<file path="src/sv/pdsel_pkg.sv">
// Shared types, constants and constant-divide helpers for the PDO selector.
package pdsel_pkg;

   localparam int unsigned MAX_OBJECTS = 7;

   localparam int unsigned POS_W     = 3;
   localparam int unsigned MV_W      = 14;
   localparam int unsigned MA_W      = 12;
   localparam int unsigned VQ_W      = 10;   // voltage in 20 mV units
   localparam int unsigned C10_W     = 9;    // current in 10 mA units
   localparam int unsigned C50_W     = 7;    // current in 50 mA units
   localparam int unsigned PROD_W    = MV_W + MA_W;
   localparam int unsigned PWR_W     = 17;
   localparam int unsigned LOW_W     = 19;   // operating fields of the request word
   localparam int unsigned PRI_W     = 2;
   localparam int unsigned CSR_IDX_W = 3;

   // Top five bits of an augmented programmable supply object.
   localparam logic [4:0] PPS_KIND   = 5'b11000;
   localparam logic [1:0] FIXED_KIND = 2'b00;

   localparam int unsigned MIN_MV        = 5000;
   localparam int unsigned MIN_MA        = 500;
   localparam int unsigned FIXED_V_STEP  = 50;
   localparam int unsigned FIXED_C_STEP  = 10;
   localparam int unsigned PPS_V_RANGE   = 100;
   localparam int unsigned PPS_V_STEP    = 20;
   localparam int unsigned PPS_C_STEP    = 50;
   localparam int unsigned PPS_HI_TO_VQ  = PPS_V_RANGE / PPS_V_STEP;
   localparam int unsigned MIN_VQ        = MIN_MV / PPS_V_STEP;
   localparam int unsigned MIN_C10       = MIN_MA / FIXED_C_STEP;
   localparam int unsigned MIN_C50       = MIN_MA / PPS_C_STEP;

   localparam logic [PRI_W-1:0] PRI_MATCH = 2'd2;
   localparam logic [PRI_W-1:0] PRI_OTHER = 2'd1;

   localparam logic [MV_W-1:0]    RST_MAX_MV  = 14'd5000;
   localparam logic [MV_W-1:0]    RST_PREF_MV = 14'd5000;
   localparam logic [VQ_W-1:0]    RST_MAX_VQ  = 10'd250;
   localparam logic [VQ_W-1:0]    RST_PREF_VQ = 10'd250;
   localparam logic [C10_W-1:0]   RST_MAX_C10 = 9'd50;
   localparam logic [C50_W-1:0]   RST_MAX_C50 = 7'd10;

   typedef enum logic [CSR_IDX_W-1:0] {
      CSR_MAX_VOLTAGE   = 3'd0,
      CSR_PREF_VOLTAGE  = 3'd1,
      CSR_MAX_CURRENT   = 3'd2,
      CSR_PPS_ENABLE    = 3'd3,
      CSR_PPS_PREFERRED = 3'd4,
      CSR_PPS_REFUSED   = 3'd5,
      CSR_PEER_REV30    = 3'd6
   } csr_idx_type;

   typedef struct packed {
      logic [31:0] supply_object;
      logic        is_last;
   } req_payload_type;

   typedef struct packed {
      logic             found;
      logic [POS_W-1:0] object_position;
      logic [MV_W-1:0]  chosen_mv;
      logic [MA_W-1:0]  chosen_ma;
      logic             is_pps;
      logic [31:0]      request_word;
   } rsp_payload_type;

   typedef struct packed {
      logic [CSR_IDX_W-1:0] index;
      logic [MV_W-1:0]      data;
   } csr_payload_type;

   // Reciprocal multiplications; each is exact over the full input range.
   function automatic logic [VQ_W-1:0] div20_u14(input logic [MV_W-1:0] v);
      logic [24:0] p;
      p = {13'd0, v[13:2]} * 25'd3277;
      return p[23:14];
   endfunction

   function automatic logic [C10_W-1:0] div10_u12(input logic [MA_W-1:0] c);
      logic [23:0] p;
      p = {13'd0, c[11:1]} * 24'd3277;
      return p[22:14];
   endfunction

   function automatic logic [C50_W-1:0] div50_u12(input logic [MA_W-1:0] c);
      logic [23:0] p;
      p = {13'd0, c[11:1]} * 24'd2622;
      return p[22:16];
   endfunction

   function automatic logic [PWR_W-1:0] div1000_u26(input logic [PROD_W-1:0] x);
      logic [46:0] p;
      p = {24'd0, x[25:3]} * 47'd8589935;
      return p[46:30];
   endfunction

endpackage

</file>
<file path="src/sv/pdsel_if.sv">
// Handshake channel interfaces for the request, response and CSR ports.
interface pdsel_req_if;
   import pdsel_pkg::*;
   logic            valid;
   logic            ready;
   req_payload_type payload;
   modport source (output valid, output payload, input ready);
   modport sink   (input valid, input payload, output ready);
endinterface

interface pdsel_rsp_if;
   import pdsel_pkg::*;
   logic            valid;
   logic            ready;
   rsp_payload_type payload;
   modport source (output valid, output payload, input ready);
   modport sink   (input valid, input payload, output ready);
endinterface

interface pdsel_csr_if;
   import pdsel_pkg::*;
   logic            valid;
   logic            ready;
   csr_payload_type payload;
   modport source (output valid, output payload, input ready);
   modport sink   (input valid, input payload, output ready);
endinterface

</file>
<file path="src/sv/pd_sink_pdo_selector.sv">
// USB PD sink power data object selector with request word builder.
// Stages: input, decode and compare; a last object's response is then registered.
// Throughput: one object per cycle, unless a last object finds the output register full.
// Non-final objects keep flowing while a response waits on the output register.
// Reset (synchronous) empties the pipeline, clears the scan and restores the CSR values.
module pd_sink_pdo_selector (
   input logic          clock,
   input logic          reset,
   pdsel_req_if.sink    req_ch,
   pdsel_rsp_if.source  rsp_ch,
   pdsel_csr_if.sink    csr_ch
);
   import pdsel_pkg::*;

   // Configuration, with the quotients needed by the datapath kept alongside.
   logic [MV_W-1:0]  max_mv_ff, pref_mv_ff;
   logic [VQ_W-1:0]  max_vq_ff, pref_vq_ff;
   logic [C10_W-1:0] max_c10_ff;
   logic [C50_W-1:0] max_c50_ff;
   logic             pps_en_ff, pps_pref_ff, pps_refused_ff, rev30_ff;

   logic             s0_valid_ff, s0_last_ff;
   logic [31:0]      s0_pdo_ff;

   logic             s1_valid_ff, s1_last_ff, s1_ok_ff, s1_pps_ff;
   logic [MV_W-1:0]  s1_v_ff, s1_dist_ff;
   logic [MA_W-1:0]  s1_c_ff;
   logic [PRI_W-1:0] s1_pri_ff;
   logic [PROD_W-1:0] s1_prod_ff;
   logic [LOW_W-1:0] s1_low_ff;

   logic [POS_W-1:0] idx_ff, idx_in;
   logic [POS_W-1:0] best_pos_ff, best_pos_in;
   logic [PRI_W-1:0] best_pri_ff, best_pri_in;
   logic [MV_W-1:0]  best_v_ff, best_v_in, best_dist_ff, best_dist_in;
   logic [MA_W-1:0]  best_c_ff, best_c_in;
   logic             best_pps_ff, best_pps_in;
   logic [PWR_W-1:0] best_pw_ff, best_pw_in;
   logic [LOW_W-1:0] best_low_ff, best_low_in;

   logic             rsp_valid_ff;
   rsp_payload_type  rsp_payload_ff, rsp_payload_in;

   logic out_free, s1_fire, s1_open, s0_fire, s0_open;

   // Decode signals
   logic              pps_kind, fixed_kind, pps_allowed, cand_pps;
   logic [15:0]       v_fix;
   logic              fix_v_ok;
   logic [C10_W-1:0]  c10;
   logic [MA_W-1:0]   c_fix;
   logic [7:0]        hi_f, lo_f;
   logic [14:0]       lo_mv;
   logic              range_bad;
   logic [10:0]       hi_q, lo_q, vq_a, vq_b, vq;
   logic [MV_W-1:0]   v_pps;
   logic [C50_W-1:0]  c50;
   logic [MA_W-1:0]   c_pps;
   logic [MV_W-1:0]   d_v;
   logic [MA_W-1:0]   d_c;
   logic              d_ok;
   logic [LOW_W-1:0]  d_low;
   logic [PRI_W-1:0]  d_pri;
   logic [MV_W-1:0]   d_dist;
   logic [PROD_W-1:0] d_prod;

   // Compare signals
   logic [PWR_W-1:0] pw;
   logic             win, take;

   assign csr_ch.ready = 1'b1;

   always_ff @(posedge clock) begin
      if (reset) begin
         max_mv_ff      <= RST_MAX_MV;
         pref_mv_ff     <= RST_PREF_MV;
         max_vq_ff      <= RST_MAX_VQ;
         pref_vq_ff     <= RST_PREF_VQ;
         max_c10_ff     <= RST_MAX_C10;
         max_c50_ff     <= RST_MAX_C50;
         pps_en_ff      <= 1'b0;
         pps_pref_ff    <= 1'b0;
         pps_refused_ff <= 1'b0;
         rev30_ff       <= 1'b0;
      end else if (csr_ch.valid) begin
         unique case (csr_idx_type'(csr_ch.payload.index))
            CSR_MAX_VOLTAGE: begin
               max_mv_ff <= csr_ch.payload.data;
               max_vq_ff <= div20_u14(csr_ch.payload.data);
            end
            CSR_PREF_VOLTAGE: begin
               pref_mv_ff <= csr_ch.payload.data;
               pref_vq_ff <= div20_u14(csr_ch.payload.data);
            end
            CSR_MAX_CURRENT: begin
               max_c10_ff <= div10_u12(csr_ch.payload.data[MA_W-1:0]);
               max_c50_ff <= div50_u12(csr_ch.payload.data[MA_W-1:0]);
            end
            CSR_PPS_ENABLE:    pps_en_ff      <= csr_ch.payload.data[0];
            CSR_PPS_PREFERRED: pps_pref_ff    <= csr_ch.payload.data[0];
            CSR_PPS_REFUSED:   pps_refused_ff <= csr_ch.payload.data[0];
            CSR_PEER_REV30:    rev30_ff       <= csr_ch.payload.data[0];
            default: ;
         endcase
      end
   end

   // Flow control: only a final object needs room in the output register.
   assign out_free = !rsp_valid_ff || rsp_ch.ready;
   assign s1_fire  = s1_valid_ff && (!s1_last_ff || out_free);
   assign s1_open  = !s1_valid_ff || s1_fire;
   assign s0_fire  = s0_valid_ff && s1_open;
   assign s0_open  = !s0_valid_ff || s0_fire;
   assign req_ch.ready = s0_open;

   always_ff @(posedge clock) begin
      if (reset) begin
         s0_valid_ff <= 1'b0;
      end else if (req_ch.valid && s0_open) begin
         s0_valid_ff <= 1'b1;
      end else if (s0_fire) begin
         s0_valid_ff <= 1'b0;
      end
   end

   always_ff @(posedge clock) begin
      if (req_ch.valid && s0_open) begin
         s0_pdo_ff  <= req_ch.payload.supply_object;
         s0_last_ff <= req_ch.payload.is_last;
      end
   end

   // Object decode. Voltages of a programmable supply are worked in 20 mV units,
   // so rounding down reduces to picking among values that are already multiples.
   always_comb begin
      pps_kind    = s0_pdo_ff[31:27] == PPS_KIND;
      fixed_kind  = s0_pdo_ff[31:30] == FIXED_KIND;
      pps_allowed = pps_en_ff && !pps_refused_ff && rev30_ff;
      cand_pps    = pps_kind && pps_allowed;

      v_fix    = {6'd0, s0_pdo_ff[19:10]} * 16'(FIXED_V_STEP);
      fix_v_ok = fixed_kind && (v_fix >= 16'(MIN_MV)) && (v_fix <= {2'd0, max_mv_ff});
      c10      = (s0_pdo_ff[9:0] <= {1'b0, max_c10_ff}) ? s0_pdo_ff[8:0] : max_c10_ff;
      c_fix    = {3'd0, c10} * 12'(FIXED_C_STEP);

      hi_f      = s0_pdo_ff[24:17];
      lo_f      = s0_pdo_ff[15:8];
      lo_mv     = {7'd0, lo_f} * 15'(PPS_V_RANGE);
      range_bad = (hi_f < lo_f) || ({1'b0, max_mv_ff} < lo_mv);
      hi_q      = {3'd0, hi_f} * 11'(PPS_HI_TO_VQ);
      lo_q      = {3'd0, lo_f} * 11'(PPS_HI_TO_VQ);
      vq_a      = (hi_q < {1'b0, max_vq_ff}) ? hi_q : {1'b0, max_vq_ff};
      vq_b      = (vq_a < {1'b0, pref_vq_ff}) ? vq_a : {1'b0, pref_vq_ff};
      vq        = (vq_b < lo_q) ? lo_q : vq_b;
      v_pps     = {4'd0, vq[VQ_W-1:0]} * 14'(PPS_V_STEP);
      c50       = (s0_pdo_ff[6:0] <= max_c50_ff) ? s0_pdo_ff[6:0] : max_c50_ff;
      c_pps     = {5'd0, c50} * 12'(PPS_C_STEP);

      if (cand_pps) begin
         d_v   = v_pps;
         d_c   = c_pps;
         d_ok  = !range_bad && (vq >= 11'(MIN_VQ)) && (c50 >= 7'(MIN_C50));
         d_low = {vq[VQ_W-1:0], 2'b00, c50};
      end else begin
         d_v   = v_fix[MV_W-1:0];
         d_c   = c_fix;
         d_ok  = fix_v_ok && (c10 >= 9'(MIN_C10));
         d_low = {c10, 1'b0, c10};
      end

      d_pri  = (cand_pps == pps_pref_ff) ? PRI_MATCH : PRI_OTHER;
      d_dist = (d_v >= pref_mv_ff) ? d_v - pref_mv_ff : pref_mv_ff - d_v;
      d_prod = {12'd0, d_v} * {14'd0, d_c};
   end

   always_ff @(posedge clock) begin
      if (reset) begin
         s1_valid_ff <= 1'b0;
      end else if (s0_fire) begin
         s1_valid_ff <= 1'b1;
      end else if (s1_fire) begin
         s1_valid_ff <= 1'b0;
      end
   end

   always_ff @(posedge clock) begin
      if (s0_fire) begin
         s1_last_ff <= s0_last_ff;
         s1_ok_ff   <= d_ok;
         s1_pps_ff  <= cand_pps;
         s1_v_ff    <= d_v;
         s1_c_ff    <= d_c;
         s1_pri_ff  <= d_pri;
         s1_dist_ff <= d_dist;
         s1_prod_ff <= d_prod;
         s1_low_ff  <= d_low;
      end
   end

   // Ranking against the running best: power, then priority, then distance,
   // then the higher voltage.
   always_comb begin
      pw  = div1000_u26(s1_prod_ff);
      win = (best_pos_ff == '0) || (pw > best_pw_ff) ||
            ((pw == best_pw_ff) &&
             ((s1_pri_ff > best_pri_ff) ||
              ((s1_pri_ff == best_pri_ff) &&
               ((s1_dist_ff < best_dist_ff) ||
                ((s1_dist_ff == best_dist_ff) && (s1_v_ff > best_v_ff))))));
      take = s1_fire && (idx_ff < POS_W'(MAX_OBJECTS)) && s1_ok_ff && win;

      if (take) begin
         best_pos_in  = idx_ff + 1'b1;
         best_pri_in  = s1_pri_ff;
         best_v_in    = s1_v_ff;
         best_c_in    = s1_c_ff;
         best_pps_in  = s1_pps_ff;
         best_pw_in   = pw;
         best_dist_in = s1_dist_ff;
         best_low_in  = s1_low_ff;
      end else begin
         best_pos_in  = best_pos_ff;
         best_pri_in  = best_pri_ff;
         best_v_in    = best_v_ff;
         best_c_in    = best_c_ff;
         best_pps_in  = best_pps_ff;
         best_pw_in   = best_pw_ff;
         best_dist_in = best_dist_ff;
         best_low_in  = best_low_ff;
      end

      idx_in = (idx_ff < POS_W'(MAX_OBJECTS)) ? idx_ff + 1'b1 : idx_ff;

      rsp_payload_in = '0;
      if (best_pos_in != '0) begin
         rsp_payload_in.found           = 1'b1;
         rsp_payload_in.object_position = best_pos_in;
         rsp_payload_in.chosen_mv       = best_v_in;
         rsp_payload_in.chosen_ma       = best_c_in;
         rsp_payload_in.is_pps          = best_pps_in;
         rsp_payload_in.request_word    = {1'b0, best_pos_in, 3'b000, 1'b1, 5'd0,
                                           best_low_in};
      end
   end

   always_ff @(posedge clock) begin
      if (reset || (s1_fire && s1_last_ff)) begin
         idx_ff       <= '0;
         best_pos_ff  <= '0;
         best_pri_ff  <= '0;
         best_v_ff    <= '0;
         best_c_ff    <= '0;
         best_pps_ff  <= 1'b0;
         best_pw_ff   <= '0;
         best_dist_ff <= '0;
         best_low_ff  <= '0;
      end else if (s1_fire) begin
         idx_ff       <= idx_in;
         best_pos_ff  <= best_pos_in;
         best_pri_ff  <= best_pri_in;
         best_v_ff    <= best_v_in;
         best_c_ff    <= best_c_in;
         best_pps_ff  <= best_pps_in;
         best_pw_ff   <= best_pw_in;
         best_dist_ff <= best_dist_in;
         best_low_ff  <= best_low_in;
      end
   end

   always_ff @(posedge clock) begin
      if (reset) begin
         rsp_valid_ff <= 1'b0;
      end else if (s1_fire && s1_last_ff) begin
         rsp_valid_ff <= 1'b1;
      end else if (rsp_ch.ready) begin
         rsp_valid_ff <= 1'b0;
      end
   end

   always_ff @(posedge clock) begin
      if (s1_fire && s1_last_ff) begin
         rsp_payload_ff <= rsp_payload_in;
      end
   end

   assign rsp_ch.valid   = rsp_valid_ff;
   assign rsp_ch.payload = rsp_payload_ff;

   // A decoded object that cannot move on must still be there in the next cycle.
   a_s1_held: assert property (@(posedge clock) disable iff (reset)
      s1_valid_ff && !s1_fire |=> s1_valid_ff)
      else $error("decoded object dropped while stalled");

   // The chosen position never runs ahead of the objects counted.
   a_pos_bound: assert property (@(posedge clock) disable iff (reset)
      best_pos_ff <= idx_ff)
      else $error("best position beyond object count");

   // Found, a non-zero position and the request flag bit go together.
   a_found_pos: assert property (@(posedge clock) disable iff (reset)
      rsp_valid_ff |-> (rsp_payload_ff.found == (rsp_payload_ff.object_position != '0)) &&
                       (rsp_payload_ff.found == rsp_payload_ff.request_word[24]))
      else $error("found flag inconsistent with position or request word");

   // A response with nothing found is all zero.
   a_not_found_zero: assert property (@(posedge clock) disable iff (reset)
      rsp_valid_ff && !rsp_payload_ff.found |-> (rsp_payload_ff == '0))
      else $error("not-found response carries data");

endmodule
</file>
<file path="src/flat_wrapper.sv">
// flat-port wrapper written by rule: the top's interface ports become plain ports
module pd_sink_pdo_selector_flat import pdsel_pkg::*;
  (clock, reset, req_ch_valid, req_ch_payload, req_ch_ready, rsp_ch_valid, rsp_ch_payload, rsp_ch_ready, csr_ch_valid, csr_ch_payload, csr_ch_ready);
  pdsel_req_if req_ch_i ();
  pdsel_rsp_if rsp_ch_i ();
  pdsel_csr_if csr_ch_i ();
  input logic clock;
  input logic reset;
  input wire logic [$bits(req_ch_i.valid)-1:0] req_ch_valid;
  input wire logic [$bits(req_ch_i.payload)-1:0] req_ch_payload;
  output wire logic [$bits(req_ch_i.ready)-1:0] req_ch_ready;
  output wire logic [$bits(rsp_ch_i.valid)-1:0] rsp_ch_valid;
  output wire logic [$bits(rsp_ch_i.payload)-1:0] rsp_ch_payload;
  input wire logic [$bits(rsp_ch_i.ready)-1:0] rsp_ch_ready;
  input wire logic [$bits(csr_ch_i.valid)-1:0] csr_ch_valid;
  input wire logic [$bits(csr_ch_i.payload)-1:0] csr_ch_payload;
  output wire logic [$bits(csr_ch_i.ready)-1:0] csr_ch_ready;
  assign req_ch_i.valid = req_ch_valid;
  assign req_ch_i.payload = req_ch_payload;
  assign req_ch_ready = req_ch_i.ready;
  assign rsp_ch_valid = rsp_ch_i.valid;
  assign rsp_ch_payload = rsp_ch_i.payload;
  assign rsp_ch_i.ready = rsp_ch_ready;
  assign csr_ch_i.valid = csr_ch_valid;
  assign csr_ch_i.payload = csr_ch_payload;
  assign csr_ch_ready = csr_ch_i.ready;
  pd_sink_pdo_selector u_core (.clock(clock), .reset(reset), .req_ch(req_ch_i), .rsp_ch(rsp_ch_i), .csr_ch(csr_ch_i));
endmodule
</file>
<file path="config.mk">
export PLATFORM = sky130hd
export DESIGN_NAME = pd_sink_pdo_selector_flat
export DESIGN_NICKNAME = d
export VERILOG_FILES = /design/src/sv/pdsel_pkg.sv /design/src/sv/pdsel_if.sv /design/src/sv/pd_sink_pdo_selector.sv /design/src/flat_wrapper.sv
export SDC_FILE = /design/constraint.sdc
export NUM_CORES = 2
export LEC_CHECK = 0
export ABC_AREA = 1
export BUFFER_PORTS_ARGS = -buffer_cell sky130_fd_sc_hd__buf_2
export CORE_ASPECT_RATIO = 0.5
export CORE_MARGIN = 1
export CORE_UTILIZATION = 25
export DETAILED_ROUTE_END_ITERATION = 12
export GPL_TIMING_DRIVEN = 0
export HOLD_SLACK_MARGIN = 0.08
export PLACE_DENSITY = 0.39
export SETUP_SLACK_MARGIN = 0.15
export SYNTH_ARGS = -nofsm -noshare
export SYNTH_HDL_FRONTEND = slang
export SYNTH_SLANG_ARGS = --single-unit
</file>
<file path="constraint.sdc">
create_clock -name clock -period 14.6 [get_ports clock]
set_input_delay 2.19 -clock clock [delete_from_list [all_inputs] [get_ports clock]]
set_output_delay 2.19 -clock clock [all_outputs]
set_load 0.03 [all_outputs]
</file>
==> metrics.txt <==
Synth-to-Final Area Change=12.7%; Worst Tran Pin Value=1.33 ns; Worst EP required=14.93 ns; Post-DRT Antenna Nets=0; Post-layout nets=5847; filler instances=16600; drt drc=0; routed len/inst=17.7 um; CP peak stage delay=0.58 ns; mapped cell area=0.0388 sq mm; Clock transition at path regs=0.06 ns; Die X=559 um; total gr overflow=0; most frequent CP cell=nand2_1; syn avg cell area=8.75 sq um; vias per cell=4.36; most used flip-flop cell after synthesis=edfxtp_1; synth warn=0; number of core rows=101; largest cells by area after synthesis=ha_1 (26%), fa_1 (19%), edfxtp_1 (13%); maximum clock frequency=73.8 MHz; GR Util All Layers=15.3%; CP top delay family=adder cells; Placed Cells=6620; unrepaired setup endpoints after global routing=no; Slew Viols, Final=0; post-DP HPWL=101000 um; pre-CTS setup slack=-1.10 ns; Chip Height=281 um; layout cells sized above 1=6.72%; CP max-delay cell=edfxtp_1; CTS Buf Count=40; Hold Violations, Final=0; Seq/Total Area, Yosys=20.7%; core area=0.153 sq mm; final wirelength=119000 um; vias in the first global route=31300; Pre-Repair DR Iteration Count=7; Sink Count=320; vias=29300; DRT iter0 DRCs=977; Synth area leader=ha_1; root buf cell=clkbuf_16; Cell variety after synth=60; max cap viols=0; crit path DAT=13.88 ns; first-pass GRT wire length=184000 um; Die Area=0.157 sq mm; most frequent cells in the layout=inv_1 (997), ha_1 (790), nand2_1 (613); top cell type's share of synthesized area=25.5%; crit-path max FO=10; commonest non-fill, non-tap cell in the layout=inv_1; Synth Instances=4439; post-layout min period=13.55 ns; antenna violations before repair=0; largest net degree at the start of global routing=67; status=finished, final reports clean; initial core utilization=25.4%; Antenna Cells=0; Slew HR=10.1%; I/O pin cnt=121; Hold Path Class=reg2reg; gpl congestion=0.864; PnR worst setup slack=1.05 ns; type of origin of the critical path=flip-flop; deepest clock path buffer count=3; Setup Crit Path Kind=reg2reg; final non-filler cell total=6715; Setup crit end kind=flip-flop; post-layout util=28.6%; Clock Skew=0.0711 ns; #FFs+latches synth=320; CTS tree=yes; FFs w/ async S/R, synth=0%; EDFF count, synth=164; setup TNS=0 ns; H-tree levels=2; critical path buffer and inverter count=15; Final setup viols=0; buffers added on ports=108; Final period util=92.8%; clk_lat worst skew=0.63 ns
## worst min-delay path, stage by stage (launching register included)
cell and delay [ns]:
dfxtp_1 0.31, nand2_1 0.06, nor2_1 0.03
## synthesized netlist by cell type (46+ instances only)
master	number
edfxtp_1	164
ha_1	793
clkbuf_1	46
o21ai_0	224
fa_1	376
nand2_1	614
xor2_1	67
inv_1	1005
a21oi_1	293
nand3_1	89
nor2_1	265
dfxtp_1	156
## sequential cells by signal, summed over array words and instances (netlist names), 17 cells and up
register and count:
u_core.best_low_ff 19, u_core.best_pw_ff 17, u_core.rsp_ch.payload 50, u_core.s0_pdo_ff 30, u_core.s1_low_ff 19, u_core.s1_prod_ff 23
## final timing paths
check                                          start                     to  slack (ns)  depth (start not counted)
worst max-delay path            u_core.s0_pdo_ff[19]  u_core.s1_prod_ff[25]        1.05                         75
worst min-delay path             u_core.best_c_ff[0]    u_core.best_c_ff[0]        0.44                          2
worst max register to register  u_core.s0_pdo_ff[19]  u_core.s1_prod_ff[25]        1.05                         75
worst min register to register   u_core.best_c_ff[0]    u_core.best_c_ff[0]        0.44                          2
## through the flow
stage	area [sq um]	hold WS [ns]
final	43800	0.438
after global placement	42000	0.439
after CTS	43600	0.443
after global routing	43800	0.462
after floorplan	38900	0.400
after detailed placement	42100	0.432
## layout make-up
cell class                      instances  area, sq um  share of cell area [%]
Multi-Input combinational cell       3030        26800                    61.1
Sequential cell                       320         8050                    18.4
Inverter                             1020         3850                    8.80
Clock buffer                           57         1160                    2.64
Buffer                                 78          408                   0.932
Clock inverter                         17          206                   0.471
Timing Repair Buffer                  133          771                    1.76
Tap cell                             2060         2580                    5.89
## routing by layer
layer / share of wire (%) / track usage, %
met1: 47 / 19.8
met2: 48 / 27.4
met3: 2.2 / 1.31
met4: 2.2 / 3.47
met5: 0 / 0
## cell families (layout without fill, tap and decap cells)
group,count (synthesis),count (layout),synth area share (%)
AOI/OAI and AO/OA,672,672,9.73
xor gates and xnor gates,100,100,2.26
adders and majority gates,1169,1169,44.9
buffers and inverters,1098,1305,10.9
DFF,320,320,20.7
muxes,3,3,0.0773
other,2,11,0.0193
and+or+nand+nor,1075,1075,11.4
## timing repair
| item | 4_1_cts | 5_1_grt |
|---|---|---|
| cloned | 0 | 0 |
| setup buffers | 10 | 11 |
| gates resized for setup | 17 | 36 |
| pin swaps | 2 | 10 |
| endpoints found under the setup margin | 12 | 11 |
| hold buffers | 0 | 0 |
Power is not shown: default switching activity piles up to over one toggle a cycle in this logic, so the estimate is an artifact.
